File: src/design/mlfd_pkg.sv
// Shared constants for the magic/length frame deframer.
// Result kind codes, input operation codes and header constants.
// No dependencies.
package mlfd_pkg;

  // Input operation codes (in_tuser)
  localparam logic OP_DATA  = 1'b0;
  localparam logic OP_RESET = 1'b1;

  // Result kind codes (out_tuser)
  localparam logic [2:0] KIND_PAYLOAD  = 3'd0;
  localparam logic [2:0] KIND_EMPTY    = 3'd1;
  localparam logic [2:0] KIND_BAD_MAG  = 3'd2;
  localparam logic [2:0] KIND_BAD_LEN  = 3'd3;
  localparam logic [2:0] KIND_OFS_REF  = 3'd4;
  localparam logic [2:0] KIND_OVF_REF  = 3'd5;
  localparam logic [2:0] KIND_RESET    = 3'd6;

  // Frame header: 'E', 'Z', then a little-endian payload length
  localparam logic [7:0] MAGIC_B0 = 8'h45;
  localparam logic [7:0] MAGIC_B1 = 8'h5A;
  localparam int         HDR_LEN  = 4;

endpackage

File: src/design/mlfd_front.sv
// Front end of the deframer: write tracking, header parsing and classification.
// Produces at most one result per accepted byte. Depends on mlfd_pkg.
module mlfd_front
  import mlfd_pkg::*;
#(
  parameter int PAYLOAD_LIMIT = 512
) (
  input  logic                                  clk,
  input  logic                                  rst_n,
  input  logic                                  in_fire,
  input  logic                                  in_op,
  input  logic [7:0]                            in_byte,
  input  logic                                  in_start,
  input  logic [15:0]                           in_wlen,
  input  logic                                  in_ofs,
  output logic                                  res_valid,
  output logic [2:0]                            res_kind,
  output logic                                  res_last,
  output logic [7:0]                            res_byte,
  output logic [$clog2(PAYLOAD_LIMIT+1)-1:0]    res_flen,
  output logic                                  res_aborted
);

  localparam int LEN_W  = $clog2(PAYLOAD_LIMIT + 1);
  localparam int CAP    = 2 * (HDR_LEN + PAYLOAD_LIMIT);
  localparam int PEND_W = $clog2(CAP + 1);

  localparam logic [2:0] PH_HDR0 = 3'd0;
  localparam logic [2:0] PH_HDR1 = 3'd1;
  localparam logic [2:0] PH_HDR2 = 3'd2;
  localparam logic [2:0] PH_HDR3 = 3'd3;
  localparam logic [2:0] PH_PAY  = 3'd4;

  logic [2:0]        phase_r, phase_nxt;
  logic [7:0]        hb0_r, hb0_nxt, hb1_r, hb1_nxt, hb2_r, hb2_nxt;
  logic [LEN_W-1:0]  total_r, total_nxt, seen_r, seen_nxt;
  logic [PEND_W-1:0] pend_r, pend_nxt;
  logic [15:0]       rem_r, rem_nxt;
  logic              disc_r, disc_nxt;

  logic [15:0]       wlen;
  logic [16:0]       room;
  logic [15:0]       plen;
  logic [LEN_W-1:0]  seen_inc;
  logic              go;
  logic              disc_v;

  assign wlen     = (in_wlen == 16'd0) ? 16'd1 : in_wlen;
  assign room     = 17'(CAP) - 17'(pend_r);
  assign plen     = {in_byte, hb2_r};
  assign seen_inc = seen_r + 1'b1;

  // Classify the byte and compute the next write and frame state
  always_comb begin
    phase_nxt   = phase_r;
    hb0_nxt     = hb0_r;
    hb1_nxt     = hb1_r;
    hb2_nxt     = hb2_r;
    total_nxt   = total_r;
    seen_nxt    = seen_r;
    pend_nxt    = pend_r;
    rem_nxt     = rem_r;
    disc_nxt    = disc_r;
    go          = 1'b0;
    disc_v      = disc_r;
    res_valid   = 1'b0;
    res_kind    = KIND_PAYLOAD;
    res_last    = 1'b0;
    res_byte    = 8'd0;
    res_flen    = '0;
    res_aborted = 1'b0;

    if (in_fire) begin
      if (in_op == OP_RESET) begin
        // Drop the whole session
        res_valid   = 1'b1;
        res_kind    = KIND_RESET;
        res_aborted = (pend_r != '0);
        phase_nxt   = PH_HDR0;
        hb0_nxt     = 8'd0;
        hb1_nxt     = 8'd0;
        hb2_nxt     = 8'd0;
        total_nxt   = '0;
        seen_nxt    = '0;
        pend_nxt    = '0;
        rem_nxt     = 16'd0;
        disc_nxt    = 1'b0;
      end else begin
        go = 1'b1;
        if (in_start) begin
          disc_v   = 1'b0;
          disc_nxt = 1'b0;
          rem_nxt  = wlen - 16'd1;
          if (in_ofs) begin
            // Refuse the write, keep the frame
            disc_nxt  = 1'b1;
            res_valid = 1'b1;
            res_kind  = KIND_OFS_REF;
            go        = 1'b0;
          end else if ({1'b0, wlen} > room) begin
            // Refuse the write and abort any partial frame
            disc_nxt    = 1'b1;
            res_valid   = 1'b1;
            res_kind    = KIND_OVF_REF;
            res_aborted = (pend_r != '0);
            phase_nxt   = PH_HDR0;
            hb0_nxt     = 8'd0;
            hb1_nxt     = 8'd0;
            hb2_nxt     = 8'd0;
            total_nxt   = '0;
            seen_nxt    = '0;
            pend_nxt    = '0;
            go          = 1'b0;
          end
        end else if (rem_r == 16'd0) begin
          // Stray byte outside any write
          go = 1'b0;
        end else begin
          rem_nxt = rem_r - 16'd1;
        end

        if (go && !disc_v) begin
          pend_nxt = pend_r + 1'b1;
          unique case (phase_r)
            PH_HDR0: begin
              hb0_nxt   = in_byte;
              phase_nxt = PH_HDR1;
            end
            PH_HDR1: begin
              hb1_nxt   = in_byte;
              phase_nxt = PH_HDR2;
            end
            PH_HDR2: begin
              hb2_nxt   = in_byte;
              phase_nxt = PH_HDR3;
            end
            PH_HDR3: begin
              if (hb0_r != MAGIC_B0 || hb1_r != MAGIC_B1 ||
                  plen > 16'(PAYLOAD_LIMIT) || plen == 16'd0) begin
                // Header rejected or empty frame: start over
                res_valid = 1'b1;
                phase_nxt = PH_HDR0;
                hb0_nxt   = 8'd0;
                hb1_nxt   = 8'd0;
                hb2_nxt   = 8'd0;
                total_nxt = '0;
                seen_nxt  = '0;
                pend_nxt  = '0;
                if (hb0_r != MAGIC_B0 || hb1_r != MAGIC_B1) begin
                  res_kind = KIND_BAD_MAG;
                  disc_nxt = 1'b1;
                end else if (plen > 16'(PAYLOAD_LIMIT)) begin
                  res_kind = KIND_BAD_LEN;
                  disc_nxt = 1'b1;
                end else begin
                  res_kind = KIND_EMPTY;
                end
              end else begin
                total_nxt = plen[LEN_W-1:0];
                seen_nxt  = '0;
                phase_nxt = PH_PAY;
              end
            end
            PH_PAY: begin
              res_valid = 1'b1;
              res_kind  = KIND_PAYLOAD;
              res_byte  = in_byte;
              res_flen  = total_r;
              seen_nxt  = seen_inc;
              if (seen_inc >= total_r) begin
                // Final payload byte closes the frame
                res_last  = 1'b1;
                phase_nxt = PH_HDR0;
                hb0_nxt   = 8'd0;
                hb1_nxt   = 8'd0;
                hb2_nxt   = 8'd0;
                total_nxt = '0;
                seen_nxt  = '0;
                pend_nxt  = '0;
              end
            end
            default: begin
              phase_nxt = PH_HDR0;
            end
          endcase
        end
      end
    end
  end

  // Hold the parser and write state
  always_ff @(posedge clk) begin
    if (!rst_n) begin
      phase_r <= PH_HDR0;
      hb0_r   <= 8'd0;
      hb1_r   <= 8'd0;
      hb2_r   <= 8'd0;
      total_r <= '0;
      seen_r  <= '0;
      pend_r  <= '0;
      rem_r   <= 16'd0;
      disc_r  <= 1'b0;
    end else begin
      phase_r <= phase_nxt;
      hb0_r   <= hb0_nxt;
      hb1_r   <= hb1_nxt;
      hb2_r   <= hb2_nxt;
      total_r <= total_nxt;
      seen_r  <= seen_nxt;
      pend_r  <= pend_nxt;
      rem_r   <= rem_nxt;
      disc_r  <= disc_nxt;
    end
  end

endmodule

File: src/design/mlfd_fifo.sv
// Small result queue between the front end and the output port.
// Register-based, one push and one pop per cycle. No package dependency.
module mlfd_fifo #(
  parameter int WIDTH = 32,
  parameter int DEPTH = 4
) (
  input  logic             clk,
  input  logic             rst_n,
  input  logic             push,
  input  logic [WIDTH-1:0] push_data,
  output logic             full,
  output logic             not_empty,
  input  logic             pop,
  output logic [WIDTH-1:0] head
);

  localparam int PTR_W = (DEPTH > 1) ? $clog2(DEPTH) : 1;
  localparam int CNT_W = $clog2(DEPTH + 1);

  logic [WIDTH-1:0] mem_r [DEPTH];
  logic [PTR_W-1:0] wr_ptr_r, rd_ptr_r;
  logic [CNT_W-1:0] count_r;
  logic             do_push, do_pop;

  assign full      = (count_r == CNT_W'(DEPTH));
  assign not_empty = (count_r != '0);
  assign do_push   = push && !full;
  assign do_pop    = pop && not_empty;
  assign head      = mem_r[rd_ptr_r];

  // Store the pushed entry
  always_ff @(posedge clk) begin
    if (do_push) begin
      mem_r[wr_ptr_r] <= push_data;
    end
  end

  // Advance pointers and occupancy
  always_ff @(posedge clk) begin
    if (!rst_n) begin
      wr_ptr_r <= '0;
      rd_ptr_r <= '0;
      count_r  <= '0;
    end else begin
      if (do_push) begin
        wr_ptr_r <= (wr_ptr_r == PTR_W'(DEPTH - 1)) ? '0 : wr_ptr_r + 1'b1;
      end
      if (do_pop) begin
        rd_ptr_r <= (rd_ptr_r == PTR_W'(DEPTH - 1)) ? '0 : rd_ptr_r + 1'b1;
      end
      if (do_push && !do_pop) begin
        count_r <= count_r + 1'b1;
      end else if (do_pop && !do_push) begin
        count_r <= count_r - 1'b1;
      end
    end
  end

endmodule

File: src/design/magic_length_frame_deframer_top.sv
// Frame deframer for 'E','Z' + 16-bit length headers carried in host write bytes.
// One byte is taken per clock; its result, if any, enters the result queue and shows
// on the out_ side in the cycle after the transfer at the earliest. Results sit in a
// four-entry queue, so the input side keeps taking bytes while the output side stalls
// and only backs off (in_tready low) once four results are waiting. Payload bytes leave
// cut-through; bytes of an incomplete frame are only counted, against a budget of
// 2*(4+PAYLOAD_LIMIT) bytes that decides whether a new write fits.
// Top level: instantiates mlfd_front and mlfd_fifo; depends on mlfd_pkg.
module magic_length_frame_deframer_top #(
  parameter int PAYLOAD_LIMIT = 512
) (
  input  logic                        clk,
  input  logic                        rst_n,
  // Input channel
  input  logic                        in_tvalid,
  output logic                        in_tready,
  // data_byte[7:0], write_start[8], write_length[24:9], offset_nonzero[25], zero[31:26]
  input  logic [31:0]                 in_tdata,
  // operation[0]
  input  logic                        in_tuser,
  // Result channel
  output logic                        out_tvalid,
  input  logic                        out_tready,
  // payload_byte[7:0], frame_length[LEN_W+7:8], partial_aborted[LEN_W+8], zero above
  output logic [((8 + $clog2(PAYLOAD_LIMIT + 1) + 1 + 7) / 8) * 8 - 1:0] out_tdata,
  // kind[2:0]
  output logic [2:0]                  out_tuser,
  output logic                        out_tlast
);

  localparam int LEN_W      = $clog2(PAYLOAD_LIMIT + 1);
  localparam int OUT_RAW    = 8 + LEN_W + 1;
  localparam int OUT_DATA_W = ((OUT_RAW + 7) / 8) * 8;
  localparam int Q_W        = 3 + 1 + OUT_RAW;
  localparam int Q_DEPTH    = 4;

  logic             in_fire;
  logic             res_valid;
  logic [2:0]       res_kind;
  logic             res_last;
  logic [7:0]       res_byte;
  logic [LEN_W-1:0] res_flen;
  logic             res_aborted;
  logic             q_full;
  logic [Q_W-1:0]   q_head;

  assign in_tready = !q_full;
  assign in_fire   = in_tvalid && in_tready;

  // Parse and classify each accepted byte
  mlfd_front #(
    .PAYLOAD_LIMIT (PAYLOAD_LIMIT)
  ) u_front (
    .clk         (clk),
    .rst_n       (rst_n),
    .in_fire     (in_fire),
    .in_op       (in_tuser),
    .in_byte     (in_tdata[7:0]),
    .in_start    (in_tdata[8]),
    .in_wlen     (in_tdata[24:9]),
    .in_ofs      (in_tdata[25]),
    .res_valid   (res_valid),
    .res_kind    (res_kind),
    .res_last    (res_last),
    .res_byte    (res_byte),
    .res_flen    (res_flen),
    .res_aborted (res_aborted)
  );

  // Queue results toward the output port
  mlfd_fifo #(
    .WIDTH (Q_W),
    .DEPTH (Q_DEPTH)
  ) u_fifo (
    .clk       (clk),
    .rst_n     (rst_n),
    .push      (res_valid),
    .push_data ({res_kind, res_last, res_aborted, res_flen, res_byte}),
    .full      (q_full),
    .not_empty (out_tvalid),
    .pop       (out_tready),
    .head      (q_head)
  );

  // Unpack the queue head onto the output channel
  assign out_tuser = q_head[Q_W-1 -: 3];
  assign out_tlast = q_head[OUT_RAW];
  assign out_tdata = OUT_DATA_W'(q_head[OUT_RAW-1:0]);

endmodule

File: config.mk
export PLATFORM = sky130hd
export DESIGN_NAME = magic_length_frame_deframer_top
export DESIGN_NICKNAME = d
export VERILOG_FILES = /design/src/design/mlfd_pkg.sv /design/src/design/mlfd_front.sv /design/src/design/mlfd_fifo.sv /design/src/design/magic_length_frame_deframer_top.sv
export SDC_FILE = /design/constraint.sdc
export NUM_CORES = 1
export LEC_CHECK = 0
export ABC_CLOCK_PERIOD_IN_PS = 13600
export BUFFER_PORTS_ARGS = -buffer_cell sky130_fd_sc_hd__buf_4
export CORE_MARGIN = 2
export CORE_UTILIZATION = 55
export DETAILED_ROUTE_END_ITERATION = 8
export PLACE_DENSITY = 0.79
export RECOVER_POWER = 50
export SYNTH_ARGS = -nofsm -noshare
export SYNTH_HDL_FRONTEND = slang
export SYNTH_HIERARCHICAL = 1
export SYNTH_SLANG_ARGS = --single-unit
File: constraint.sdc
create_clock -name clk -period 13.6 [get_ports clk]
set_input_delay 2.72 -clock clk [delete_from_list [all_inputs] [get_ports clk]]
set_output_delay 2.72 -clock clk [all_outputs]
set_load 0.02 [all_outputs]
Word level (Yosys, flattened, before mapping) --
Memory sizes are Yosys's and may differ from the RTL's. A register that Yosys moved wholly into a read port is not among the register bits. Cells that the tools add are included.
Cells by class: add/subtract/negate cells 9, order comparisons 3, eq/ne operators 11, multiplexer cells 119, reductions and logical operators 24
Operators with widths (count):
- 2-to-1 mux 8 bit | 25
- 2-to-1 mux 10 bit | 17
- 2-to-1 mux 11 bit | 7
- one-hot mux 8 bit (3 select lines) | 3
- 2-to-1 mux 16 bit | 4
- 2-to-1 mux 3 bit | 17
- logical NOT 16 bit | 3
- one-hot mux 10 bit (2 select lines) | 2
- 2-to-1 mux 1 bit | 35
- subtractor 16 x 1 -> 16 bit, second input constant | 2
- one-hot mux 11 bit (2 select lines) | 1
- greater-than comparator 16 x 17 -> 1 bit | 1
- greater-than comparator 16 x 10 -> 1 bit, second input constant | 1
- != test 8 x 7 -> 1 bit, second input constant | 2
- one-hot mux 3 bit (5 select lines) | 1
- subtractor 11 x 11 -> 12 bit, first input constant | 1
- adder 11 x 1 -> 11 bit, second input constant | 1
- nonzero test 11 bit | 1
- adder 10 x 1 -> 10 bit, second input constant | 1
- >= comparator 10 bit | 1
- 2-to-1 mux 2 bit | 5
- nonzero test 3 bit | 3
- equality test 3 x 2 -> 1 bit, second input constant | 2
- equality test 3 bit, second input constant | 2
- 16 further kinds | 28
Word-level totals: flip-flop bits (word level) 82, RAM bits 92, bits of input ports 37, logic and storage cells 179, memories 1
Memory list:
- u_fifo.mem_r | words 4, width 23, rd ports 1, clocked after memory_dff 1, write ports 1, line mlfd_fifo.sv:20 | logic [WIDTH-1:0] mem_r [DEPTH];

Longest topological paths before layout --
Gate-level depths: netlist of the first run.
word-level depth 17, mapped depth 22

Cells and area by module --
Netlist of the first run, hierarchy kept.
Modules (own cells, without submodules):
- mlfd_front | instances 1, cells an instance 758, area an instance 5714.2 um^2
- mlfd_fifo | instances 1, cells an instance 171, area an instance 3834.9 um^2
- magic_length_frame_deframer_top | instances 1, cells an instance 8, area an instance 51.3 um^2

Least setup slack after synthesis of the first run --
No wires, ideal clock.
path kind input-to-reg, from input port in_tdata[10], to register u_fifo.count_r[2], library setup time 0.076 ns, arrival 6.136 ns, data required time 13.524 ns, slack 7.389 ns, cell stages on the path 18, cell sequence nor4_1 -> nand4_1 -> nor2b_1 -> ha_1 -> nor4b_1 -> o21ba_2 -> o211a_1 -> nor2_1 -> o21ai_0 -> a31o_2 -> nor2b_1 -> buf_2 -> ha_1 -> inv_1 -> fa_1 -> xor2_1 -> or3_1 -> a21boi_0
Between the ends: word-level cells in the longest chain between the ends 16
RTL lines:
- start, declared | line magic_length_frame_deframer_top.sv:18 | input logic [31:0] in_tdata,
- logical NOT 16 bit | line mlfd_front.sv:48 | assign wlen = (in_wlen == 16'd0) ? 16'd1 : in_wlen;
- 2-to-1 mux 16 bit (*) | line mlfd_front.sv:48
- greater-than comparator 16 x 17 -> 1 bit (*) | line mlfd_front.sv:100 | end else if ({1'b0, wlen} > room) begin
- 2-to-1 mux 1 bit | line mlfd_front.sv:100
- 2-to-1 mux 1 bit | line mlfd_front.sv:94 | if (in_ofs) begin
- 2-to-1 mux 1 bit | line mlfd_front.sv:90 | if (in_start) begin
- 2-to-1 mux 1 bit | line mlfd_front.sv:74 | if (in_op == OP_RESET) begin
- 2-to-1 mux 1 bit | line mlfd_front.sv:73 | if (in_fire) begin
- (+2 left out)
- 2-to-1 mux 1 bit (*) | line mlfd_front.sv:74
- 2-to-1 mux 1 bit (*) | line mlfd_front.sv:73
- net res_valid | line magic_length_frame_deframer_top.sv:38 | logic res_valid;
- logical AND 1 bit (*) | line mlfd_fifo.sv:27 | assign do_push = push && !full;
- net u_fifo.do_push | line mlfd_fifo.sv:23 | logic do_push, do_pop;
- logical NOT 1 bit | line mlfd_fifo.sv:53 | end else if (do_pop && !do_push) begin
- logical AND 1 bit | line mlfd_fifo.sv:53
- nonzero test 2 bit (no line)
- end signal, assigned | line mlfd_fifo.sv:52 | count_r <= count_r + 1'b1;
- end signal, assigned | line mlfd_fifo.sv:54 | count_r <= count_r - 1'b1;
- end, declared | line mlfd_fifo.sv:22 | logic [CNT_W-1:0] count_r;
The timed path passes the listed nets; every way through them passes the cells marked *. The select of a mux whose other input is x is not followed. A chain may end at the register's enable or synchronous reset.

Final worst setup path of the first run --
from input port in_tdata[8], to register u_fifo.count_r[2]
Between the ends: word-level cells in the longest chain between the ends 12
RTL lines:
- 2-to-1 mux 1 bit | line mlfd_front.sv:90
- 2-to-1 mux 1 bit | line mlfd_front.sv:74
- 2-to-1 mux 1 bit | line mlfd_front.sv:73
- logical NOT 1 bit | line mlfd_front.sv:122 | if (go && !disc_v) begin
- logical AND 1 bit | line mlfd_front.sv:122
- 2-to-1 mux 1 bit (*) | line mlfd_front.sv:122
- 2-to-1 mux 1 bit (*) | line mlfd_front.sv:74
- 2-to-1 mux 1 bit (*) | line mlfd_front.sv:73
- net res_valid | line magic_length_frame_deframer_top.sv:38
- logical AND 1 bit (*) | line mlfd_fifo.sv:27
- logical NOT 1 bit | line mlfd_fifo.sv:53
- logical AND 1 bit | line mlfd_fifo.sv:53
- nonzero test 2 bit (no line)
Marks and branches as above.

==> key figures, run 1 <==
Status
  • Outcome: finished, violations left
  • Failing checks: max-capacitance violations, max-slew violations

Routing
  • DRT Pass-1 Iters: 5
  • Routed WL per cell: 17.9 um
  • Starting DRT DRC Count: 573
  • Drt total wl: 21.3 mm
  • ANT nets after route: 0
  • Vias/cell: 6.15
  • Vias: 7329
  • DRC Markers: 0

Floorplan
  • # IOs: 67
  • Chip Height: 136 um
  • Initial core utilization: 55.9%
  • # rows: 48
  • Area of the core: 17200 um2
  • Die Area: 18500 um2
  • Die width: 136 um

Synthesis
  • Syn Area/Cell: 10.2 um2
  • EDFF count, synth: 92
  • Post-synth cell types: 80
  • Ys async rst share: 0%
  • Area leader, netlist: edfxtp_1
  • Ranking of synthesized cells by area: edfxtp_1 29%, dfxtp_1 18%, ha_1 4.8%
  • Warnings, synthesis: 6
  • Yosys top cell area share: 28.8%
  • Post-synthesis register bit count: 176
  • Syn Std Cell Area: 9600 um2
  • Mapped Cells: 937
  • Post-synth top flop: edfxtp_1
  • Post-synthesis sequential area ratio: 46.3%

STA
  • TNS Setup: 0 ns
  • Slew @ Worst Pin: 2.29 ns
  • Final Max Tran Viols: 173
  • Hold_ws: 0.481 ns
  • Peak Freq: 118 MHz
  • Setup Viol. Count Final: 0
  • Final min period: 8.51 ns
  • Period utilization: 62.5%
  • Final Hold Fails: 0
  • Max-slew headroom: -52.6%
  • Final Skew: 0.0125 ns
  • RSZ-0062 raised after global routing: no

Worst setup path
  • CP most frequent cell: clkbuf_1
  • Crit end category: register
  • R2R setup slack: 7.05 ns
  • CP arrival: 8.86 ns
  • Startpoint types: primary input
  • CP Class: primary input to register
  • Largest stage delay, worst path: 1.61 ns
  • Critical-path cell list: clkbuf_1 -> or4_1 -> or2_2 -> o21ai_0 -> o221ai_4 -> clkbuf_1 -> a31o_2 -> nor2b_1 -> ha_1 -> inv_1 -> fa_1 -> xor2_1 -> or3_1 -> a21boi_0
  • CP bufs+invs: 3
  • Stages on worst setup path: 14
  • R2R cell count: 17
  • CP max-delay cell: clkbuf_1
  • Worst Path Max Fanout: 57
  • CP delay by family, top: buffers and inverters
  • Worst endpoint required time: 13.95 ns

Layout
  • Syn-to-layout area delta: 9.14%
  • Ratio of cells with drive above 1 in the final layout: 11.2%
  • Final nets: 1028
  • Fillers: 1477
  • Diodes inserted: 0
  • Fin cells: 1191
  • Final Core Density: 61.0%

Placement
  • Placed cells: 1159
  • Port Buffers: 55
  • DP Wirelength: 14.6 mm
  • RePlAce Congestion: 0.918

Global route
  • Largest net degree at the start of global routing: 58
  • Antenna violations before repair: 0
  • Overflow after GRT: 0
  • Vias in the first global route: 6956
  • GRT Total Usage: 24.0%
  • First-pass GRT wire length: 35.1 mm

CTS
  • CTS Buffer Depth: 2
  • Clock sink count: 176
  • TritonCTS buffer count: 17
  • CTS Hold Buffers Added: 0
  • Worst-Skew Late Latency: 0.43 ns
  • Clock-pin slew on the worst setup and hold paths: 0.07 ns
  • Setup Buffers After CTS: 0
  • Root Driver: clkbuf_16
  • CTS resizes: 0
  • H-tree depth: 4
  • CTS tree: built

Power
  • Max VDD drop: 93.5 uV
  • Pwr Density: 140 nW/um2
  • Pleak: 0.00378 uW

Min path
  • Min-Delay Path Depth: 2
  • Hold/Removal Path Class: register to register

Run
  • Max cap viols: 5
==> power breakdown <==
group          switching [uW]  internal [uW]
clock                     228            246
combinational             225            131
sequential               28.2            604
==> area by class of cell <==
class                   count  area, um2  area share [%]
clock buffers              17        425            4.06
clock inverters            15        163            1.55
inverters                  29        109            1.04
multi-input cells         663       4670            44.6
flip-flops and latches    176       4440            42.4
well taps                 225        282            2.69
repair buffers             66        387            3.69
==> stage by stage <==
stage	area, um2	setup WS [ns]	total power (uW)
detailed placement	10000	6.23	1030
finish	10500	5.09	1460
CTS	10600	6.70	1510
floorplan	9620	7.39	919
global placement	10000	6.31	1020
global route	10500	4.61	1530
==> Yosys cell counts (all sizes together), types with 4 or more instances <==
cell     count
a21o         4
a21oi       31
a22oi       19
a31oi        7
a41o         5
and2        27
and3        11
buf         25
clkbuf      48
dfxtp       84
edfxtp      92
ha          37
inv         28
mux2i       14
mux4        23
nand2       90
nand2b       6
nand3       40
nand4       34
nor2        63
nor2b        9
nor3        39
nor3b        7
nor4        15
o2111ai     22
o21ai       41
o22ai        4
o31ai        5
or2          5
or3          7
or4          5
xnor2       22
xor2        20
==> placed cells by master (no fill, tap or decap), drive strengths merged, types with 34 or more instances in the layout <==
| cell type | instances |
|---|---|
| inv | 35 |
| buf | 37 |
| nor3 | 39 |
| edfxtp | 92 |
| nand3 | 40 |
| o21ai | 41 |
| clkbuf | 46 |
| nand2 | 90 |
| dfxtp | 84 |
| ha | 37 |
| nor2 | 63 |
| nand4 | 34 |
==> worst register-to-register path: cells and delay by family, from the launching register on <==
family,cells,cell delay (ns)
XOR/XNOR,1,0.15
AND/OR/NAND/NOR,4,1.49
buffers and inverters,2,1.50
flip-flops,1,0.39
adder cells (fa/ha/maj),3,1.02
AO/OA/AOI/OAI,7,1.92
==> state kept, by name, indices dropped and copies added (netlist names), 8 cells and up, named ones only <==
register         count
u_fifo/mem_r        92
u_front/hb0_r        8
u_front/hb1_r        8
u_front/hb2_r        8
u_front/pend_r      11
u_front/rem_r       16
u_front/seen_r      10
u_front/total_r     10
==> path summary, 6_finish.rpt <==
kind,start,end
hold reg to reg,u_front/hb0_r[4],u_front/hb0_r[4]
setup / recovery,in_tdata[8],u_fifo/count_r[2]
hold / removal,u_front/hb0_r[4],u_front/hb0_r[4]
setup reg to reg,u_front/pend_r[5],u_fifo/count_r[2]
==> kinds of logic after synthesis <==
kind of cell               Yosys count  share of synthesized area (%)
AOI/OAI and AO/OA                  174                           13.2
muxes                               38                           7.09
buffers and inverters              102                           4.95
xor gates and xnor gates            42                           3.83
other                                1                         0.0391
and+or+nand+nor                    366                           19.5
adders and majority gates           38                           5.03
DFF                                176                           46.3
==> layer usage <==
layer  track usage, %  wire, um
met2             40.3     10400
met4             7.99       346
met5                0         0
met3             4.33      1280
met1             31.4      9250
(Power assumes the default switching activity.)
==> inputs of run 2 (changes only) <==
--- a/config.mk
+++ b/config.mk
@@ -5,12 +5,13 @@
 export SDC_FILE = /design/constraint.sdc
 export NUM_CORES = 1
 export LEC_CHECK = 0
-export ABC_CLOCK_PERIOD_IN_PS = 13600
+export ABC_AREA = 1
+export ABC_CLOCK_PERIOD_IN_PS = 7400
 export BUFFER_PORTS_ARGS = -buffer_cell sky130_fd_sc_hd__buf_4
 export CORE_MARGIN = 2
 export CORE_UTILIZATION = 55
 export DETAILED_ROUTE_END_ITERATION = 8
-export PLACE_DENSITY = 0.79
+export PLACE_DENSITY = 0.81
 export RECOVER_POWER = 50
 export SYNTH_ARGS = -nofsm -noshare
 export SYNTH_HDL_FRONTEND = slang
==> constraint.sdc (replaced) <==
create_clock -name clk -period 7.4 [get_ports clk]
set_input_delay 1.48 -clock clk [delete_from_list [all_inputs] [get_ports clk]]
set_output_delay 1.48 -clock clk [all_outputs]
set_load 0.02 [all_outputs]
==> key figures, run 2 <==
Status
  • Outcome: finished, violations left
  • Failing checks: max-capacitance violations, max-slew violations

STA
  • Slew @ Worst Pin: 2.42 ns (+0.128 ns)
  • Final min period: 5.93 ns
  • Peak Freq: 169 MHz
  • Final Skew: 0.0126 ns (+0.0000293 ns)
  • Period utilization: 80.2%
  • TNS Setup: 0 ns (unchanged)
  • Final Max Tran Viols: 102 (-41%)
  • Max-slew headroom: -61.1% (-8.5 points)
  • RSZ-0062 raised after global routing: no
  • Setup Viol. Count Final: 0 (unchanged)
  • Final Hold Fails: 0 (unchanged)

Floorplan
  • Die width: 140 um (+2.6%)
  • Area of the core: 18000 um2 (+4.9%)
  • # IOs: 67 (unchanged)
  • # rows: 49 (+2.1%)
  • Chip Height: 140 um (+2.6%)
  • Die Area: 19500 um2 (+5.2%)
  • Initial core utilization: 56.1% (+0.22 points)

Min path
  • Min-Delay Path Depth: 2 (unchanged)
  • Hold Crit Endpoint: u_front/total_r[6]
  • Hold/Removal Path Class: register to register
  • Hold Path Origin: u_front/total_r[6]

Worst setup path
  • Startpoint types: primary input
  • Largest stage delay, worst path: 1.74 ns (+0.13 ns)
  • R2R cell count: 12 (-5)
  • Stages on worst setup path: 11 (-3)
  • Worst endpoint required time: 7.75 ns (-6.20 ns)
  • R2R setup slack: 1.87 ns (-5.18 ns)
  • Crit end category: register
  • CP Class: primary input to register
  • Launching point of the worst reg2reg path: u_fifo/count_r[1]
  • Critical-path cell list: clkbuf_4 -> inv_1 -> nor2_1 -> clkinv_1 -> clkbuf_1 -> nor2_4 -> clkbuf_1 -> nand2_1 -> inv_1 -> nand2_1 -> a21oi_1
  • CP max-delay cell: clkbuf_1
  • CP bufs+invs: 6 (+3)
  • Worst Path Max Fanout: 50 (-12%)
  • CP delay by family, top: buffers and inverters
  • R2r endpoint: u_front/rem_r[4]
  • CP arrival: 6.28 ns (-2.58 ns)

Routing
  • Starting DRT DRC Count: 734 (+28%)
  • ANT nets after route: 0 (unchanged)
  • Routed WL per cell: 15.4 um (-14%)
  • Drt total wl: 23.3 mm (+9.1%)
  • Vias: 8521 (+16%)
  • Vias/cell: 5.65 (-8.1%)
  • DRT Pass-1 Iters: 5 (unchanged)
  • DRC Markers: 0 (unchanged)

Synthesis
  • Post-synth top cells: 273 x nand2_1, 128 x nor2_1, 116 x inv_1, 92 x edfxtp_1, 87 x a21oi_1
  • Mapped Cells: 1245 (+33%)
  • Yosys top cell area share: 27.3% (-1.5 points)
  • EDFF count, synth: 92 (unchanged)
  • Area leader, netlist: edfxtp_1
  • Post-synthesis sequential area ratio: 43.9% (-2.3 points)
  • Post-synth cell types: 55 (-31%)
  • Post-synthesis register bit count: 176 (unchanged)
  • Ranking of synthesized cells by area: edfxtp_1 27%, dfxtp_1 17%, nand2_1 10%
  • Ys async rst share: 0% (unchanged)
  • Top-count cell post-synth: nand2_1
  • Warnings, synthesis: 6 (unchanged)
  • Syn Area/Cell: 8.12 um2 (-21%)
  • Post-synth top flop: edfxtp_1
  • Syn Std Cell Area: 10100 um2 (+5.3%)

Power
  • Max VDD drop: 201 uV (+120%)
  • Pleak: 0.00433 uW (+15%)
  • Pwr Density: 268 nW/um2 (+92%)

Run
  • Max cap viols: 2 (-3)

Layout
  • Largest register FFs: 92 (unchanged)
  • Commonest non-fill, non-tap cell in the layout: nand2_1
  • Ratio of cells with drive above 1 in the final layout: 13.5% (+2.3 points)
  • Diodes inserted: 0 (unchanged)
  • Largest regs: u_fifo/mem_r (92), u_front/rem_r (16), u_front/pend_r (11)
  • Syn-to-layout area delta: 8.45%
  • Final nets: 1340 (+30%)
  • Final Core Density: 60.8% (-0.15 points)
  • Most frequent cells in the layout: 277 x nand2_1, 124 x nor2_1, 118 x inv_1
  • Largest Register: u_fifo/mem_r

Placement
  • RePlAce Congestion: 0.918 (about the same)
  • Port Buffers: 55 (unchanged)
  • DP Wirelength: 15.3 mm (+4.3%)

Global route
  • Largest net degree at the start of global routing: 67 (+16%)
  • Vias in the first global route: 7913 (+14%)
  • Antenna violations before repair: 0 (unchanged)
  • First-pass GRT wire length: 38.2 mm (+9.0%)
  • GRT Total Usage: 23.9% (-0.043 points)
  • Overflow after GRT: 0 (unchanged)

CTS
  • Clock sink count: 176 (unchanged)
  • CTS Buffer Depth: 2 (unchanged)
  • CTS Hold Buffers Added: 0 (unchanged)
  • Worst-Skew Late Latency: 0.44 ns (about the same)
  • Root Driver: clkbuf_16
  • Setup Buffers After CTS: 0 (unchanged)
  • H-tree depth: 4 (unchanged)
  • CTS resizes: 0 (unchanged)
  • CTS tree: built
  • TritonCTS buffer count: 17 (unchanged)
  • Clock-pin slew on the worst setup and hold paths: 0.07 ns (about the same)
## run 2: cell count changes after synthesis, moves of 19 or more
cell / before / now
a21oi_1: 31 / 87
o2111ai_1: 22 / 0
inv_1: 28 / 116
o22ai_2: 0 / 23
xnor2_1: 22 / 3
o21ai_0: 40 / 67
nand2_1: 90 / 273
and2_1: 27 / 1
a22oi_1: 19 / 0
nor2_1: 63 / 128
nand3_1: 39 / 67
nor2_2: 0 / 27
mux4_2: 20 / 0
nor3_1: 39 / 13
## run 2: report_power, final
part / switching [uW] / internal, uW
clock network: 431 / 457
logic: 598 / 295
registers: 54.2 / 1110
## run 2: logic make-up (layout without fill, tap and decap cells)
logic type      count (synthesis)  after routing  synth area share (%)
fa+ha+maj                      38             38                  4.78
xor+xnor                       26             26                  2.25
other cells                     1              5                0.0371
mux                             1              1                0.0990
compound gates                230            230                  14.2
buf+inv                       194            223                  8.76
flops                         176            176                  43.9
simple gates                  579            579                  25.9
## run 2: per-stage QoR
step	total power (uW)	hold slack, ns	setup slack [ns]	cells	area [um2]
final	2940	0.466	1.47	1507	11000
after global routing	3100	0.486	1.10	1507	11000
after CTS	3020	0.466	2.52	1507	11100
after detailed placement	2120	0.455	2.22	1475	10500
after global placement	2100	0.452	2.21	1475	10500
after floorplan	1880	0.445	2.82	1249	10100
## run 2: routing by layer
layer  wire (um)  GRT usage (%)  vias to the layer above
li1            -              -                     4192
met1       10100           31.5                     4000
met2       11300           40.4                      286
met3        1430           4.54                       43
met4         459           7.32                        0
met5           0              0                        -
## run 2: area by class of cell
| cell class | count | area [um2] |
|---|---|---|
| clock inverters | 15 | 171 |
| multi-input cells | 879 | 4720 |
| clock buffers | 17 | 425 |
| flip-flops and latches | 176 | 4440 |
| fillers | 1572 | 7060 |
| repair buffers | 64 | 439 |
| well taps | 229 | 287 |
| inverters | 127 | 484 |
## run 2: worst max-delay path by stage
stage                               endpoint  slack, ns              start
after floorplan           u_fifo/mem_r[0][0]       2.82       in_tdata[17]
after global placement     u_fifo/count_r[2]       2.21       in_tdata[17]
after detailed placement   u_fifo/count_r[2]       2.22       in_tdata[17]
after CTS                  u_fifo/count_r[2]       2.52  u_front/pend_r[0]
after global routing        u_front/rem_r[2]       1.10          in_tvalid
final                       u_front/rem_r[4]       1.47          in_tvalid
## run 2: worst reg2reg max path: stages, from the launching register on
cell	delay, ns
dfxtp_1	0.39
nor2_1	0.08
nand2_1	0.18
inv_1	0.09
nor2_1	0.31
clkinv_1	0.14
clkbuf_1	0.93
nor2_4	0.30
clkbuf_1	1.74
nand2_1	0.52
inv_1	0.46
nand2_1	0.12
a21oi_1	0.18
==> inputs of run 3 (changes only) <==
--- a/config.mk
+++ b/config.mk
@@ -6,12 +6,12 @@
 export NUM_CORES = 1
 export LEC_CHECK = 0
 export ABC_AREA = 1
-export ABC_CLOCK_PERIOD_IN_PS = 7400
+export ABC_CLOCK_PERIOD_IN_PS = 6100
 export BUFFER_PORTS_ARGS = -buffer_cell sky130_fd_sc_hd__buf_4
 export CORE_MARGIN = 2
 export CORE_UTILIZATION = 55
 export DETAILED_ROUTE_END_ITERATION = 8
-export PLACE_DENSITY = 0.81
+export PLACE_DENSITY = 0.78
 export RECOVER_POWER = 50
 export SYNTH_ARGS = -nofsm -noshare
 export SYNTH_HDL_FRONTEND = slang
==> constraint.sdc (replaced) <==
create_clock -name clk -period 6.1 [get_ports clk]
set_input_delay 1.22 -clock clk [delete_from_list [all_inputs] [get_ports clk]]
set_output_delay 1.22 -clock clk [all_outputs]
set_load 0.02 [all_outputs]
==> key figures, run 3 (synthesized netlist as in run 2, its figures left out) <==
Worst setup path
  • CP Class: primary input to register
  • Largest stage delay, worst path: 1.65 ns (-0.09 ns)
  • Worst Path Max Fanout: 50 (unchanged)
  • Critical-path cell list: clkbuf_4 -> inv_1 -> nor2_1 -> clkinv_1 -> clkbuf_2 -> nor2_4 -> clkbuf_1 -> nand2_1 -> inv_1 -> o21ai_0 -> a21oi_1
  • CP max-delay cell: clkbuf_1
  • Stages on worst setup path: 11 (unchanged)
  • Crit end category: register
  • Worst endpoint required time: 6.46 ns (-1.29 ns)
  • CP delay by family, top: buffers and inverters
  • CP arrival: 5.65 ns (-0.63 ns)
  • R2R cell count: 35 (+23)
  • CP bufs+invs: 6 (unchanged)
  • Startpoint types: primary input
  • CP most frequent cell: inv_1

Floorplan
  • Die width: 140 um (unchanged)
  • # IOs: 67 (unchanged)
  • Chip Height: 140 um (unchanged)
  • Die Area: 19500 um2 (unchanged)
  • Initial core utilization: 56.1% (unchanged)
  • # rows: 49 (unchanged)
  • Area of the core: 18000 um2 (unchanged)

Routing
  • Drt total wl: 23.4 mm (+0.55%)
  • Vias: 8440 (-0.95%)
  • Starting DRT DRC Count: 748 (+1.9%)
  • ANT nets after route: 0 (unchanged)
  • Vias/cell: 5.60 (-0.88%)
  • DRT Pass-1 Iters: 6 (+1)
  • DRC Markers: 0 (unchanged)
  • Routed WL per cell: 15.5 um (+0.62%)

Power
  • Final total power: 3570 uW (+21%)
  • Pwr Density: 326 nW/um2 (+21%)
  • Max VDD drop: 269 uV (+34%)
  • Pleak: 0.00432 uW (-0.32%)

Layout
  • Commonest non-fill, non-tap cell in the layout: nand2_1
  • Ratio of cells with drive above 1 in the final layout: 13.5% (about the same)
  • Largest register FFs: 92 (unchanged)
  • Fillers: 1620 (+3.1%)
  • Final nets: 1340 (unchanged)
  • Diodes inserted: 0 (unchanged)
  • Syn-to-layout area delta: 8.35% (about the same)
  • Largest regs: u_fifo/mem_r (92), u_front/rem_r (16), u_front/pend_r (11)
  • Most frequent cells in the layout: 278 x nand2_1, 125 x nor2_1, 118 x inv_1
  • Final Core Density: 60.8% (about the same)
  • Largest Register: u_fifo/mem_r

Global route
  • M1 GR Usage: 32.8% (+1.3 points)
  • Largest net degree at the start of global routing: 67 (unchanged)
  • Met3 Usage GRT: 3.51% (-1.0 points)
  • Grt peak-use layer: met2
  • Met2 Usage GRT: 39.7% (-0.75 points)
  • Vias in the first global route: 7871 (-0.53%)
  • Overflow after GRT: 0 (unchanged)
  • First-pass GRT wire length: 38.3 mm (+0.13%)
  • GRT Total Usage: 24.0% (+0.031 points)
  • Antenna violations before repair: 0 (unchanged)

CTS
  • Clock-pin slew on the worst setup and hold paths: 0.07 ns (about the same)
  • CTS tree: built
  • Setup Buffers After CTS: 0 (unchanged)
  • Clock sink count: 176 (unchanged)
  • TritonCTS buffer count: 17 (unchanged)
  • Root Driver: clkbuf_16
  • Worst-Skew Late Latency: 0.44 ns (about the same)
  • CTS Hold Buffers Added: 0 (unchanged)
  • CTS resizes: 0 (unchanged)
  • H-tree depth: 4 (unchanged)
  • CTS Buffer Depth: 2 (unchanged)

STA
  • Final Skew: 0.00916 ns (-0.00339 ns)
  • Period utilization: 86.7%
  • Peak Freq: 189 MHz
  • TNS Setup: 0 ns (unchanged)
  • Final WS setup: 0.814 ns (-0.653 ns)
  • Final Hold Fails: 0 (unchanged)
  • RSZ-0062 raised after global routing: no
  • Slew @ Worst Pin: 2.31 ns (-0.110 ns)
  • Setup Viol. Count Final: 0 (unchanged)
  • Final Max Tran Viols: 51 (-50%)
  • Final min period: 5.29 ns
  • Max-slew headroom: -53.8% (+7.3 points)
  • Hold_ws: 0.465 ns (-0.00106 ns)

Min path
  • Min-Delay Path Depth: 2 (unchanged)
  • Hold/Removal Path Class: register to register

Run
  • Max cap viols: 1 (-1)

Status
  • Outcome: finished, violations left
  • Failing checks: max-capacitance violations, max-slew violations

Placement
  • DP Wirelength: 15.5 mm (+1.4%)
  • Port Buffers: 55 (unchanged)
  • Place WS: 1.15 ns (-1.07 ns)
  • RePlAce Congestion: 0.944 (+2.8%)
[run 3: changes by cell type in the layout (fill, tap and decap cells not counted), sizes merged]
cell / change
bufinv: +1
clkbuf: +1
buf: -1
inv: -2
clkinv: -3
clkinvlp: +3
[run 3: through the flow]
| step | cell area [um2] | std cells |
|---|---|---|
| after floorplan | 10100 | 1249 |
| after global placement | 10500 | 1475 |
| after detailed placement | 10500 | 1475 |
| after CTS | 11100 | 1506 |
| after global routing | 11000 | 1506 |
| final | 11000 | 1506 |
[run 3: power breakdown]
part	switching (uW)	leakage (uW)	internal (uW)
Clock	495	0.000274	575
Combinational	717	0.00249	357
Sequential	79.5	0.00156	1350
Total	1290	0.00432	2280
[run 3: tightest hold or removal path, delay by kind of cell, from the launching register on]
family | cells | cell delay [ns]
DFF | 1 | 0.31
AOI/OAI and AO/OA | 1 | 0.06
and+or+nand+nor | 1 | 0.06
[run 3: final timing paths]
kind	startpoint	end	slack, ns
worst max-delay path	in_tvalid	u_front/rem_r[2]	0.81
worst min-delay path	u_front/total_r[2]	u_front/total_r[2]	0.47
worst max register to register	u_front/pend_r[0]	u_fifo/count_r[2]	0.94
worst min register to register	u_front/total_r[2]	u_front/total_r[2]	0.47
[run 3: metal layers]
layer  vias up  share of wire (%)
met1      3991                 45
met5         -                  0
met4         0                1.5
li1       4177                  -
met2       242                 48
met3        30                5.0
[run 3: layout make-up]
type | count | area (um2) | share of cell area, %
clock buffers | 17 | 425 | 3.88
well taps | 229 | 287 | 2.61
clock inverters | 14 | 149 | 1.36
flip-flops and latches | 176 | 4440 | 40.6
repair buffers | 64 | 437 | 3.98
multi-input cells | 879 | 4730 | 43.2
inverters | 127 | 484 | 4.42
